--- config.mk ---
export PLATFORM = sky130hd
export DESIGN_NAME = stream_find_and_replace
export DESIGN_NICKNAME = d
export VERILOG_FILES = /design/src/rtl/sfr_pkg.sv /design/src/rtl/sfr_regs.sv /design/src/rtl/sfr_datapath.sv /design/src/rtl/sfr_ctrl.sv /design/src/rtl/stream_find_and_replace.sv
export SDC_FILE = /design/constraint.sdc
export NUM_CORES = 1
export LEC_CHECK = 0
export ABC_AREA = 1
export BUFFER_PORTS_ARGS = -buffer_cell sky130_fd_sc_hd__buf_2
export CORE_UTILIZATION = 40
export CTS_CLUSTER_DIAMETER = 100
export DETAILED_ROUTE_END_ITERATION = 10
export PLACE_DENSITY = 0.62
export SYNTH_ARGS = -nofsm -noshare
export SYNTH_HDL_FRONTEND = slang
export SYNTH_HIERARCHICAL = 1
export SYNTH_SLANG_ARGS = --single-unit
--- constraint.sdc ---
create_clock -name clk_i -period 2.7 [get_ports clk_i]
set_input_delay 0.27 -clock clk_i [delete_from_list [all_inputs] [get_ports clk_i]]
set_output_delay 0.27 -clock clk_i [all_outputs]
set_load 0.005 [all_outputs]
--- src/rtl/sfr_pkg.sv ---
// Shared constants, types and helpers for the stream find-and-replace block.
// No dependencies; used by the other RTL files of the block but sfr_checker, and by the testbench.
`default_nettype none

package sfr_pkg;

  localparam int unsigned PatternMax = 8;
  localparam int unsigned ReplaceMax = 8;
  localparam int unsigned LenW       = 4;
  localparam int unsigned ByteW      = 8;
  localparam int unsigned WordW      = 64;
  localparam int unsigned IdxW       = 3;
  localparam int unsigned AddrW      = 5;

  // register indexes, taken from paddr[4:3]
  localparam logic [1:0] RegPattern    = 2'd0;
  localparam logic [1:0] RegPatternLen = 2'd1;
  localparam logic [1:0] RegReplace    = 2'd2;
  localparam logic [1:0] RegReplaceLen = 2'd3;

  // commands from the sequencer to the datapath
  typedef struct packed {
    logic load;     // take the input beat into the held line
    logic evict;    // emit oldest held byte after a broken match
    logic flush;    // emit oldest held byte on the final beat
    logic replace;  // emit one replacement byte
  } cmd_t;

  // status from the datapath to the sequencer
  typedef struct packed {
    logic prefix;     // held bytes are a prefix of the pattern
    logic full;       // held count equals pattern length
    logic count_one;  // exactly one byte held
    logic rep_last;   // replacement index at its last byte
    logic fin;        // current item carried the final marker
    logic out_free;   // output register can take a byte this cycle
  } status_t;

  // length of zero acts as one, anything above max acts as max
  function automatic logic [LenW-1:0] clamp_len(input logic [LenW-1:0] v,
                                                input logic [LenW-1:0] max);
    logic [LenW-1:0] r;
    r = v;
    if (v == '0) r = LenW'(1);
    else if (v > max) r = max;
    return r;
  endfunction

endpackage

`default_nettype wire

--- src/rtl/sfr_regs.sv ---
// APB register file: pattern, pattern length, replacement, replacement length.
// Depends on sfr_pkg.
`default_nettype none

module sfr_regs (
  input  wire logic                          clk_i,
  input  wire logic                          rst_ni,
  input  wire logic                          psel,
  input  wire logic                          penable,
  input  wire logic                          pwrite,
  input  wire logic [sfr_pkg::AddrW-1:0]     paddr,
  input  wire logic [sfr_pkg::WordW-1:0]     pwdata,
  output logic      [sfr_pkg::WordW-1:0]     prdata,
  output logic                               pready,
  output logic      [sfr_pkg::WordW-1:0]     pattern_o,
  output logic      [sfr_pkg::LenW-1:0]      plen_o,
  output logic      [sfr_pkg::WordW-1:0]     replace_o,
  output logic      [sfr_pkg::LenW-1:0]      rlen_o,
  output logic                               clear_o
);

  logic [sfr_pkg::WordW-1:0] pattern_q, replace_q;
  logic [sfr_pkg::LenW-1:0]  plen_q, rlen_q;
  logic                      wr_en;
  logic [1:0]                idx;

  assign pready = 1'b1;
  assign wr_en  = psel & penable & pwrite;
  assign idx    = paddr[4:3];

  always_ff @(posedge clk_i or negedge rst_ni) begin
    if (!rst_ni) begin
      pattern_q <= '0;
      plen_q    <= sfr_pkg::LenW'(1);
      replace_q <= '0;
      rlen_q    <= sfr_pkg::LenW'(1);
    end else if (wr_en) begin
      case (idx)
        sfr_pkg::RegPattern:    pattern_q <= pwdata;
        sfr_pkg::RegPatternLen: plen_q    <= pwdata[sfr_pkg::LenW-1:0];
        sfr_pkg::RegReplace:    replace_q <= pwdata;
        sfr_pkg::RegReplaceLen: rlen_q    <= pwdata[sfr_pkg::LenW-1:0];
        default: ;
      endcase
    end
  end

  // a pattern change drops any partial match
  assign clear_o = wr_en & ((idx == sfr_pkg::RegPattern) | (idx == sfr_pkg::RegPatternLen));

  always_comb begin
    case (idx)
      sfr_pkg::RegPattern:    prdata = pattern_q;
      sfr_pkg::RegPatternLen: prdata = sfr_pkg::WordW'(plen_q);
      sfr_pkg::RegReplace:    prdata = replace_q;
      sfr_pkg::RegReplaceLen: prdata = sfr_pkg::WordW'(rlen_q);
      default:                prdata = '0;
    endcase
  end

  assign pattern_o = pattern_q;
  assign replace_o = replace_q;
  assign plen_o    = sfr_pkg::clamp_len(plen_q, sfr_pkg::LenW'(sfr_pkg::PatternMax));
  assign rlen_o    = sfr_pkg::clamp_len(rlen_q, sfr_pkg::LenW'(sfr_pkg::ReplaceMax));

endmodule

`default_nettype wire

--- src/rtl/sfr_datapath.sv ---
// Datapath: held byte line, prefix compare, replacement index, output register.
// Depends on sfr_pkg; driven by sfr_ctrl commands.
`default_nettype none

module sfr_datapath (
  input  wire logic                       clk_i,
  input  wire logic                       rst_ni,
  input  wire logic [sfr_pkg::WordW-1:0]  pattern_i,
  input  wire logic [sfr_pkg::LenW-1:0]   plen_i,
  input  wire logic [sfr_pkg::WordW-1:0]  replace_i,
  input  wire logic [sfr_pkg::LenW-1:0]   rlen_i,
  input  wire logic                       clear_i,
  input  wire logic [sfr_pkg::ByteW-1:0]  in_byte_i,
  input  wire logic                       in_last_i,
  input  wire sfr_pkg::cmd_t              cmd_i,
  output sfr_pkg::status_t                status_o,
  output logic                            out_valid_o,
  input  wire logic                       out_ready_i,
  output logic      [sfr_pkg::ByteW-1:0]  out_byte_o,
  output logic                            out_run_o,
  output logic                            out_text_o
);

  localparam int unsigned N = sfr_pkg::PatternMax;

  logic [sfr_pkg::ByteW-1:0] held_q [N];
  logic [sfr_pkg::LenW-1:0]  count_q, count_d, base;
  logic [sfr_pkg::IdxW-1:0]  rep_idx_q, rep_idx_d;
  logic                      fin_q;
  logic                      out_valid_q;
  logic [sfr_pkg::ByteW-1:0] out_byte_q;
  logic                      out_run_q, out_text_q;

  logic                      prefix, prefix_next, full, count_one, rep_last, out_free;
  logic                      emit, emit_run;
  logic [sfr_pkg::ByteW-1:0] emit_byte, rep_byte;

  assign base = (count_q >= plen_i) ? '0 : count_q;

  // compare held line against the pattern, and the line minus its oldest byte
  always_comb begin
    prefix      = 1'b1;
    prefix_next = 1'b1;
    for (int i = 0; i < N; i++) begin
      if ((sfr_pkg::LenW'(i) < count_q) &&
          (held_q[i] != pattern_i[i*sfr_pkg::ByteW +: sfr_pkg::ByteW]))
        prefix = 1'b0;
    end
    for (int i = 0; i < N - 1; i++) begin
      if ((sfr_pkg::LenW'(i + 1) < count_q) &&
          (held_q[i+1] != pattern_i[i*sfr_pkg::ByteW +: sfr_pkg::ByteW]))
        prefix_next = 1'b0;
    end
  end

  assign full      = (count_q == plen_i);
  assign count_one = (count_q == sfr_pkg::LenW'(1));
  assign rep_last  = ((sfr_pkg::LenW'(rep_idx_q) + sfr_pkg::LenW'(1)) == rlen_i);
  assign out_free  = ~out_valid_q | out_ready_i;
  assign rep_byte  = replace_i[{rep_idx_q, 3'b000} +: sfr_pkg::ByteW];

  assign status_o = '{prefix:    prefix,
                      full:      full,
                      count_one: count_one,
                      rep_last:  rep_last,
                      fin:       fin_q,
                      out_free:  out_free};

  assign emit      = cmd_i.evict | cmd_i.flush | cmd_i.replace;
  assign emit_byte = cmd_i.replace ? rep_byte : held_q[0];

  always_comb begin
    emit_run = 1'b0;
    if (cmd_i.replace)    emit_run = rep_last;
    else if (cmd_i.flush) emit_run = count_one;
    else if (cmd_i.evict) emit_run = count_one | (~fin_q & prefix_next);
  end

  always_comb begin
    count_d = count_q;
    if (clear_i) count_d = '0;
    else if (cmd_i.load) count_d = base + sfr_pkg::LenW'(1);
    else if (cmd_i.evict | cmd_i.flush) count_d = count_q - sfr_pkg::LenW'(1);
    else if (cmd_i.replace & rep_last) count_d = '0;
  end

  always_comb begin
    rep_idx_d = rep_idx_q;
    if (cmd_i.load) rep_idx_d = '0;
    else if (cmd_i.replace) rep_idx_d = rep_last ? '0 : rep_idx_q + sfr_pkg::IdxW'(1);
  end

  always_ff @(posedge clk_i or negedge rst_ni) begin
    if (!rst_ni) begin
      count_q     <= '0;
      rep_idx_q   <= '0;
      fin_q       <= 1'b0;
      out_valid_q <= 1'b0;
    end else begin
      count_q   <= count_d;
      rep_idx_q <= rep_idx_d;
      if (cmd_i.load) fin_q <= in_last_i;
      if (emit) out_valid_q <= 1'b1;
      else if (out_ready_i) out_valid_q <= 1'b0;
    end
  end

  // held line: append at the fill point, advance toward entry 0 on release
  always_ff @(posedge clk_i) begin
    if (cmd_i.load) begin
      held_q[base[sfr_pkg::IdxW-1:0]] <= in_byte_i;
    end else if (cmd_i.evict | cmd_i.flush) begin
      for (int i = 0; i < N - 1; i++) held_q[i] <= held_q[i+1];
    end
  end

  always_ff @(posedge clk_i) begin
    if (emit) begin
      out_byte_q <= emit_byte;
      out_run_q  <= emit_run;
      out_text_q <= emit_run & fin_q;
    end
  end

  assign out_valid_o = out_valid_q;
  assign out_byte_o  = out_byte_q;
  assign out_run_o   = out_run_q;
  assign out_text_o  = out_text_q;

endmodule

`default_nettype wire

--- src/rtl/sfr_ctrl.sv ---
// Sequencer: accepts one beat, then checks, releases, replaces or flushes.
// Depends on sfr_pkg; drives sfr_datapath through cmd_t.
`default_nettype none

module sfr_ctrl (
  input  wire logic              clk_i,
  input  wire logic              rst_ni,
  input  wire logic              in_valid_i,
  output logic                   in_ready_o,
  input  wire sfr_pkg::status_t  status_i,
  output sfr_pkg::cmd_t          cmd_o
);

  typedef enum logic [4:0] {
    StIdle    = 5'b00001,
    StCheck   = 5'b00010,
    StRelease = 5'b00100,
    StReplace = 5'b01000,
    StFlush   = 5'b10000
  } state_e;

  state_e state_q, state_d;

  assign in_ready_o = (state_q == StIdle);

  always_comb begin
    state_d = state_q;
    cmd_o   = '0;
    case (state_q)
      StIdle: begin
        if (in_valid_i) begin
          cmd_o.load = 1'b1;
          state_d    = StCheck;
        end
      end
      StCheck: begin
        if (status_i.prefix && status_i.full) state_d = StReplace;
        else if (status_i.prefix)             state_d = status_i.fin ? StFlush : StIdle;
        else                                  state_d = StRelease;
      end
      StRelease: begin
        if (status_i.out_free) begin
          cmd_o.evict = 1'b1;
          state_d     = status_i.count_one ? StIdle : StCheck;
        end
      end
      StReplace: begin
        if (status_i.out_free) begin
          cmd_o.replace = 1'b1;
          if (status_i.rep_last) state_d = StIdle;
        end
      end
      StFlush: begin
        if (status_i.out_free) begin
          cmd_o.flush = 1'b1;
          if (status_i.count_one) state_d = StIdle;
        end
      end
      default: state_d = StIdle;
    endcase
  end

  always_ff @(posedge clk_i or negedge rst_ni) begin
    if (!rst_ni) state_q <= StIdle;
    else         state_q <= state_d;
  end

endmodule

`default_nettype wire

--- src/rtl/stream_find_and_replace.sv ---
// Stream find-and-replace, top level: APB registers, sequencer, datapath.
// Depends on sfr_pkg, sfr_regs, sfr_ctrl, sfr_datapath.
// Flow: one beat in flight; a new beat is taken only once the sequencer has checked the
//   held line and emitted every byte it releases, replaces or flushes, and output stalls
//   hold that up; each emitted byte leaves from a register in the cycle after it is emitted.
// Reset (rst_ni low, asynchronous): held line and output empty, registers 0, lengths 1.
`default_nettype none

module stream_find_and_replace (
  input  wire logic        clk_i,
  input  wire logic        rst_ni,
  // input beats
  input  wire logic        s_axis_tvalid,
  output logic             s_axis_tready,
  input  wire logic [7:0]  s_axis_tdata,   // [7:0] data_byte
  input  wire logic        s_axis_tlast,   // final_byte
  // result beats
  output logic             m_axis_tvalid,
  input  wire logic        m_axis_tready,
  output logic      [7:0]  m_axis_tdata,   // [7:0] out_byte
  output logic             m_axis_tuser,   // [0] run_end
  output logic             m_axis_tlast,   // text_end
  // configuration
  input  wire logic        psel,
  input  wire logic        penable,
  input  wire logic        pwrite,
  input  wire logic [4:0]  paddr,
  input  wire logic [63:0] pwdata,
  output logic      [63:0] prdata,
  output logic             pready
);

  logic [sfr_pkg::WordW-1:0] pattern, replace;
  logic [sfr_pkg::LenW-1:0]  plen, rlen;
  logic                      clear;
  sfr_pkg::cmd_t             cmd;
  sfr_pkg::status_t          status;

  // Registers; lengths come out already clamped to 1..max.
  sfr_regs u_regs (
    .clk_i     (clk_i),
    .rst_ni    (rst_ni),
    .psel      (psel),
    .penable   (penable),
    .pwrite    (pwrite),
    .paddr     (paddr),
    .pwdata    (pwdata),
    .prdata    (prdata),
    .pready    (pready),
    .pattern_o (pattern),
    .plen_o    (plen),
    .replace_o (replace),
    .rlen_o    (rlen),
    .clear_o   (clear)
  );

  // Sequencer: take a beat, compare, then emit byte by byte while the
  // output register has room.
  sfr_ctrl u_ctrl (
    .clk_i      (clk_i),
    .rst_ni     (rst_ni),
    .in_valid_i (s_axis_tvalid),
    .in_ready_o (s_axis_tready),
    .status_i   (status),
    .cmd_o      (cmd)
  );

  // Held line, compare logic and output register.
  sfr_datapath u_dp (
    .clk_i       (clk_i),
    .rst_ni      (rst_ni),
    .pattern_i   (pattern),
    .plen_i      (plen),
    .replace_i   (replace),
    .rlen_i      (rlen),
    .clear_i     (clear),
    .in_byte_i   (s_axis_tdata),
    .in_last_i   (s_axis_tlast),
    .cmd_i       (cmd),
    .status_o    (status),
    .out_valid_o (m_axis_tvalid),
    .out_ready_i (m_axis_tready),
    .out_byte_o  (m_axis_tdata),
    .out_run_o   (m_axis_tuser),
    .out_text_o  (m_axis_tlast)
  );

endmodule

`default_nettype wire

[After elaboration in Yosys (flattened, before gate mapping)]
Memory sizes are Yosys's and may differ from the RTL's.
Index checks and enable logic that the tools add are counted.
Storage, ports and cells
  output and inout port bits: 77
  logic and storage cells: 161
  bits in registers: 160
  RAM bits: 64
  memories: 1
  bits of input ports: 85
Cells by class
  reduce and logical (&&, ||, !) cells: 28
  shifts and indexed selects: 1
  magnitude comparators: 11
  eq/ne operators: 32
  $add $sub $neg: 4
  bitwise logic cells: 13
  multiplexer cells: 59
Memories
  u_dp.held_q: depth 8, width 8, rd ports 8, clocked after Yosys merged registers in 0, write ports 7, line sfr_datapath.sv:26  | logic [sfr_pkg::ByteW-1:0] held_q [N];
Operators with widths (number)
  case mux 64 bit (4 select lines): 1
  != test 8 bit: 15
  indexed part select 64 x 7 -> 8 bit: 1
  2-to-1 mux 5 bit: 9
  2-to-1 mux 4 bit: 9
  2-to-1 mux 1 bit: 32
  case mux 5 bit (5 select lines): 1
  logical AND 1 bit: 16
  less-than comparator 3 x 4 -> 1 bit, first input constant: 4
  2-to-1 mux 8 bit: 2
  2-to-1 mux 3 bit: 4
  != test 2 x 1 -> 1 bit, second input constant: 5
  == test 4 bit: 2
  > comparator 4 bit, second input constant: 2
  logical NOT 4 bit: 2
  less-than comparator 1 x 4 -> 1 bit, first input constant: 2
  less-than comparator 2 x 4 -> 1 bit, first input constant: 2
  AND reduction 2 bit: 4
  OR reduction 8 bit: 1
  AND 1 bit: 6
  AND reduction 6 bit: 1
  == test 5 x 1 -> 1 bit, second input constant: 1
  == test 5 x 2 -> 1 bit, second input constant: 1
  == test 5 x 3 -> 1 bit, second input constant: 1
  other kinds (17): 24

[Longest topological paths before layout]
An unclocked memory read counts as a cell.
  depth in word-level cells: 16
  gate-level depth with buffers: 17
  gate-level depth less buffers: 16

[Modules after synthesis]
The synthesis kept the hierarchy.
By module, submodules not included
  sfr_regs: instances 1, seq. area each 3405.8 µm², cells each 824, area an instance 6119.6 µm²
  sfr_datapath: instances 1, seq. area each 2447.3 µm², cells each 765, area an instance 6060.8 µm²
  sfr_ctrl: instances 1, seq. area each 126.4 µm², cells each 53, area an instance 367.9 µm²

[Worst setup path after synthesis]
OpenSTA, ideal clock, no wires.
  kind: reg-to-reg
  from: register u_ctrl.state_q[0]
  to: memory u_dp/held_q[2][0] (netlist bit), enable pin
  setup slack: 0.363 ns
  data arrival time: 1.963 ns
  stages on the path, launching flop included: 13
  period minus slack after synthesis: 2.337 ns
  path buffers: 2
  required time: 2.326 ns
  setup time: 0.374 ns
  cell sequence: dfstp_2 -> inv_2 -> nor2_2 -> nand3_1 -> nor2_1 -> buf_2 -> nor2_2 -> inv_2 -> buf_2 -> nand2_1 -> inv_2 -> nand2_1 -> o21ai_1
RTL lines
  start, declared: line sfr_ctrl.sv:22  | state_e state_q, state_d;
  start signal, assigned: line sfr_ctrl.sv:64  | if (!rst_ni) state_q <= StIdle;
  start signal, assigned: line sfr_ctrl.sv:65  | else state_q <= state_d;
  end, declared: line sfr_datapath.sv:26

==> summary.txt <==
Die
  – Core area: 0.0307 mm2
  – Row count: 64
  – Starting density of the core: 0.408
  – IO Pins: 162
  – Die area: 0.0321 mm2
  – DIE WIDTH: 179 um
  – Die Y: 179 um

Yosys
  – Mapped Cells: 1642
  – Number of distinct library cells after synthesis: 42
  – Ys async rst share: 0.670
  – Mapped Avg Cell Area: 7.64 um2
  – Register area share after synthesis: 0.477
  – Main flop type after synthesis: dfrtp_1
  – Synth Warn #: 6
  – Yosys reg bits: 224
  – Mapped Area: 0.0125 mm2
  – Post-synth EDFFs: 74
  – Post-synth net total: 1737

Timing
  – Final critical-path share of the clock period: 0.920
  – Hold Slack: 13.2 ps
  – Tmin final: 2480 ps
  – Setup tns final: 0 ps
  – Actual slew at the worst max-slew pin: 806 ps
  – Highest Clock Rate: 402 MHz
  – Worst Skew: 24.1 ps
  – PnR worst setup slack: 215 ps
  – Slew HR: 0.463
  – Final setup violation count: 0
  – Final hold vios: 0
  – RSZ-0062 raised after global routing: no
  – Slew Viols, Final: 0

Global route
  – M2 GR Usage: 0.436
  – Busiest layer in global routing: met2
  – GRT met1 Usage: 0.332
  – Largest net degree at the start of global routing: 70
  – Number of global-route vias before repair: 11100
  – All-Layer GR Usage: 0.257
  – Met3 usage: 0.0411
  – First-pass GRT wire length: 62.2 mm
  – Initial antenna violation count: 0
  – Total grt overflow: 0

Detailed routing
  – Final WL: 40.6 mm
  – DR vias/cell: 5.09
  – Vias: 11600
  – Drt first pass iters: 8
  – DR iter-0 viols: 911
  – Wire per inst: 17.8 um
  – Post-route DRC: 20
  – Final ANT Viol Nets: 0

Clocking
  – Root Buffer: clkbuf_16
  – Clock-pin transition on the worst setup and hold timing paths: 60 ps
  – Num Clock Sinks: 224
  – CTS H-tree lvls: 1
  – CTS max path bufs: 3
  – TritonCTS buffer count: 26
  – Worst skew pair latency: 550 ps
  – TritonCTS clock tree: done

Finish
  – Filler cell count: 3020
  – Commonest non-fill, non-tap cell in the layout: nand2_1
  – Fraction of layout cells with a size suffix above 1: 0.158
  – Antenna cells: 0
  – Fin nets: 1955
  – Area Overhead vs Synth: 22.6%
  – Most frequent cells in the layout: nand2_1, buf_2, dfrtp_1

Critical path
  – CP cell instances: nor2_2, inv_1, ha_1, inv_1, nor2_1, o21bai_1, nand2_2, nor2_2, nand2_1, inv_2, nand2_1, o21ai_2, buf_4
  – Worst setup SP type: flop
  – CP max FO: 8
  – Crit-path slowest cell: dfrtp_1
  – Crit end category: flop
  – CP peak stage delay: 450 ps
  – CP Data Required Time: 2950 ps
  – Critical Path AT: 2730 ps
  – Critical path class: reg -> reg

Run status
  – Status: finished with violations
  – Failing checks: DRC

Pwr
  – P per Cell Area: 819 mW/mm2
  – Comb pwr share: 0.315
  – Switch Pwr: 4.62 mW
  – Clock power frac: 0.283
  – Total design power: 12.6 mW
  – Sequential cell fraction of total power: 0.402
  – Static Leakage: 7.76 nW
  – Peak supply drop: 0.466 mV
  – Power Internal: 7.98 mW
  – Net Sw Frac: 0.367

Placed design
  – RePlAce Congestion: 0.951
  – Half-perimeter wire length after placement: 29.7 mm
  – Port Buffer Count: 157
  – Setup WS pre-CTS: 131 ps

Job
  – Max-cap violations: 0

Worst hold path
  – Hold crit path type: in -> reg
sequential cells by signal, summed over array words and instances, names as in the netlist, 3 cells and up:
signal / cells
u_dp/count_q: 4
u_dp/rep_idx_q: 3
u_ctrl/state_q: 5
u_regs/replace_o: 64
u_dp/held_q: 64
u_regs/rlen_q: 4
u_regs/plen_q: 4
u_dp/out_byte_o: 8
u_regs/pattern_o: 64
cell families after synthesis:
group	count (synthesis)	synth area share
buffers and inverters	194	0.0662
flip-flops	224	0.477
other	1	0.000299
adder cells (fa/ha/maj)	10	0.00997
AO/OA/AOI/OAI	133	0.0591
multiplexers	16	0.0128
AND/OR/NAND/NOR	985	0.320
XOR/XNOR	79	0.0551
worst paths after layout:
kind,startpoint,to,slack (ps),depth (start not counted)
min in group asynchronous,rst_ni,u_dp/rep_idx_q[0]$_DFFE_PN0P_,280,2
min reg2reg,u_regs/rlen_q[0]$_DFFE_PN1P_,u_regs/rlen_q[0]$_DFFE_PN1P_,490,2
max reg2reg,u_regs/plen_q[3]$_DFFE_PN0P_,u_dp/held_q[6][4]$_DFFE_PP_,220,13
max,u_regs/plen_q[3]$_DFFE_PN0P_,u_dp/held_q[6][4]$_DFFE_PP_,220,13
max in group asynchronous,rst_ni,u_regs/rlen_q[0]$_DFFE_PN1P_,1570,3
min,pwdata[2],u_regs/rlen_q[2]$_DFFE_PN0P_,10,3
worst max-delay path: cells and delay by family (launching register included):
family / cells / cell delay, ps
AOI/OAI and AO/OA: 2 / 360
and+or+nand+nor: 6 / 680
buffers and inverters: 4 / 400
DFF: 1 / 450
adders and majority gates: 1 / 300
metal layers:
layer  wire [um]  share of wire
met5           0              0
met4        1420          0.035
met3        2910          0.072
met2       19300           0.48
met1       17000           0.42
power by group through the flow:
| stage | registers [mW] | clock network, mW | logic, mW |
|---|---|---|---|
| 2_1_floorplan | 4.84 | 0 | 2.65 |
| 3_3_place_gp | 5.11 | 0 | 3.78 |
| 3_5_place_dp | 5.13 | 0 | 3.85 |
| 4_1_cts | 5.07 | 3.60 | 3.93 |
| 5_1_grt | 5.16 | 3.74 | 4.42 |
| 6_report | 5.07 | 3.56 | 3.97 |
what timing repair did:
item / 4_1_cts / 5_1_grt
hold endpoints to repair: 188 / 0
hold buffers: 63 / 0
resized for setup: 0 / 6
endpoints found under the setup margin: 0 / 17
buffers inserted: 0 / 0
area by class of cell:
type                            instances  area [um2]  share of cell area
Tap cell                              396         495              0.0322
Multi-Input combinational cell       1224        5760               0.375
Inverter                              125         469              0.0305
Clock inverter                          8         101             0.00659
Sequential cell                       224        5980               0.389
Clock buffer                           39         759              0.0494
Timing Repair Buffer                  259        1820               0.118
through the flow:
step,instance area [um2],util,std cells
global placement,13900,0.451,2165
finish,15400,0.500,2275
CTS,15400,0.500,2275
detailed placement,13900,0.451,2165
global route,15400,0.500,2275
floorplan,12500,-,1642
cells in the mapped netlist (11+ instances only):
library cell / instances / area [um2]
xnor2_1: 60 / 526
nor2_1: 50 / 188
xor2_1: 19 / 166
dfrtp_1: 147 / 3680
buf_2: 37 / 185
buf_4: 15 / 113
o211ai_1: 17 / 128
nand2_2: 11 / 68.8
o21ai_0: 29 / 145
nand4_1: 25 / 156
o21ai_1: 50 / 250
inv_1: 112 / 420
edfxtp_1: 74 / 2220
mux2i_1: 16 / 160
inv_2: 13 / 48.8
a21oi_1: 24 / 120
clkbuf_1: 16 / 60.1
nand2_1: 817 / 3070
nand3_1: 39 / 195
Note: power is estimated with default switching activity, not from simulation.
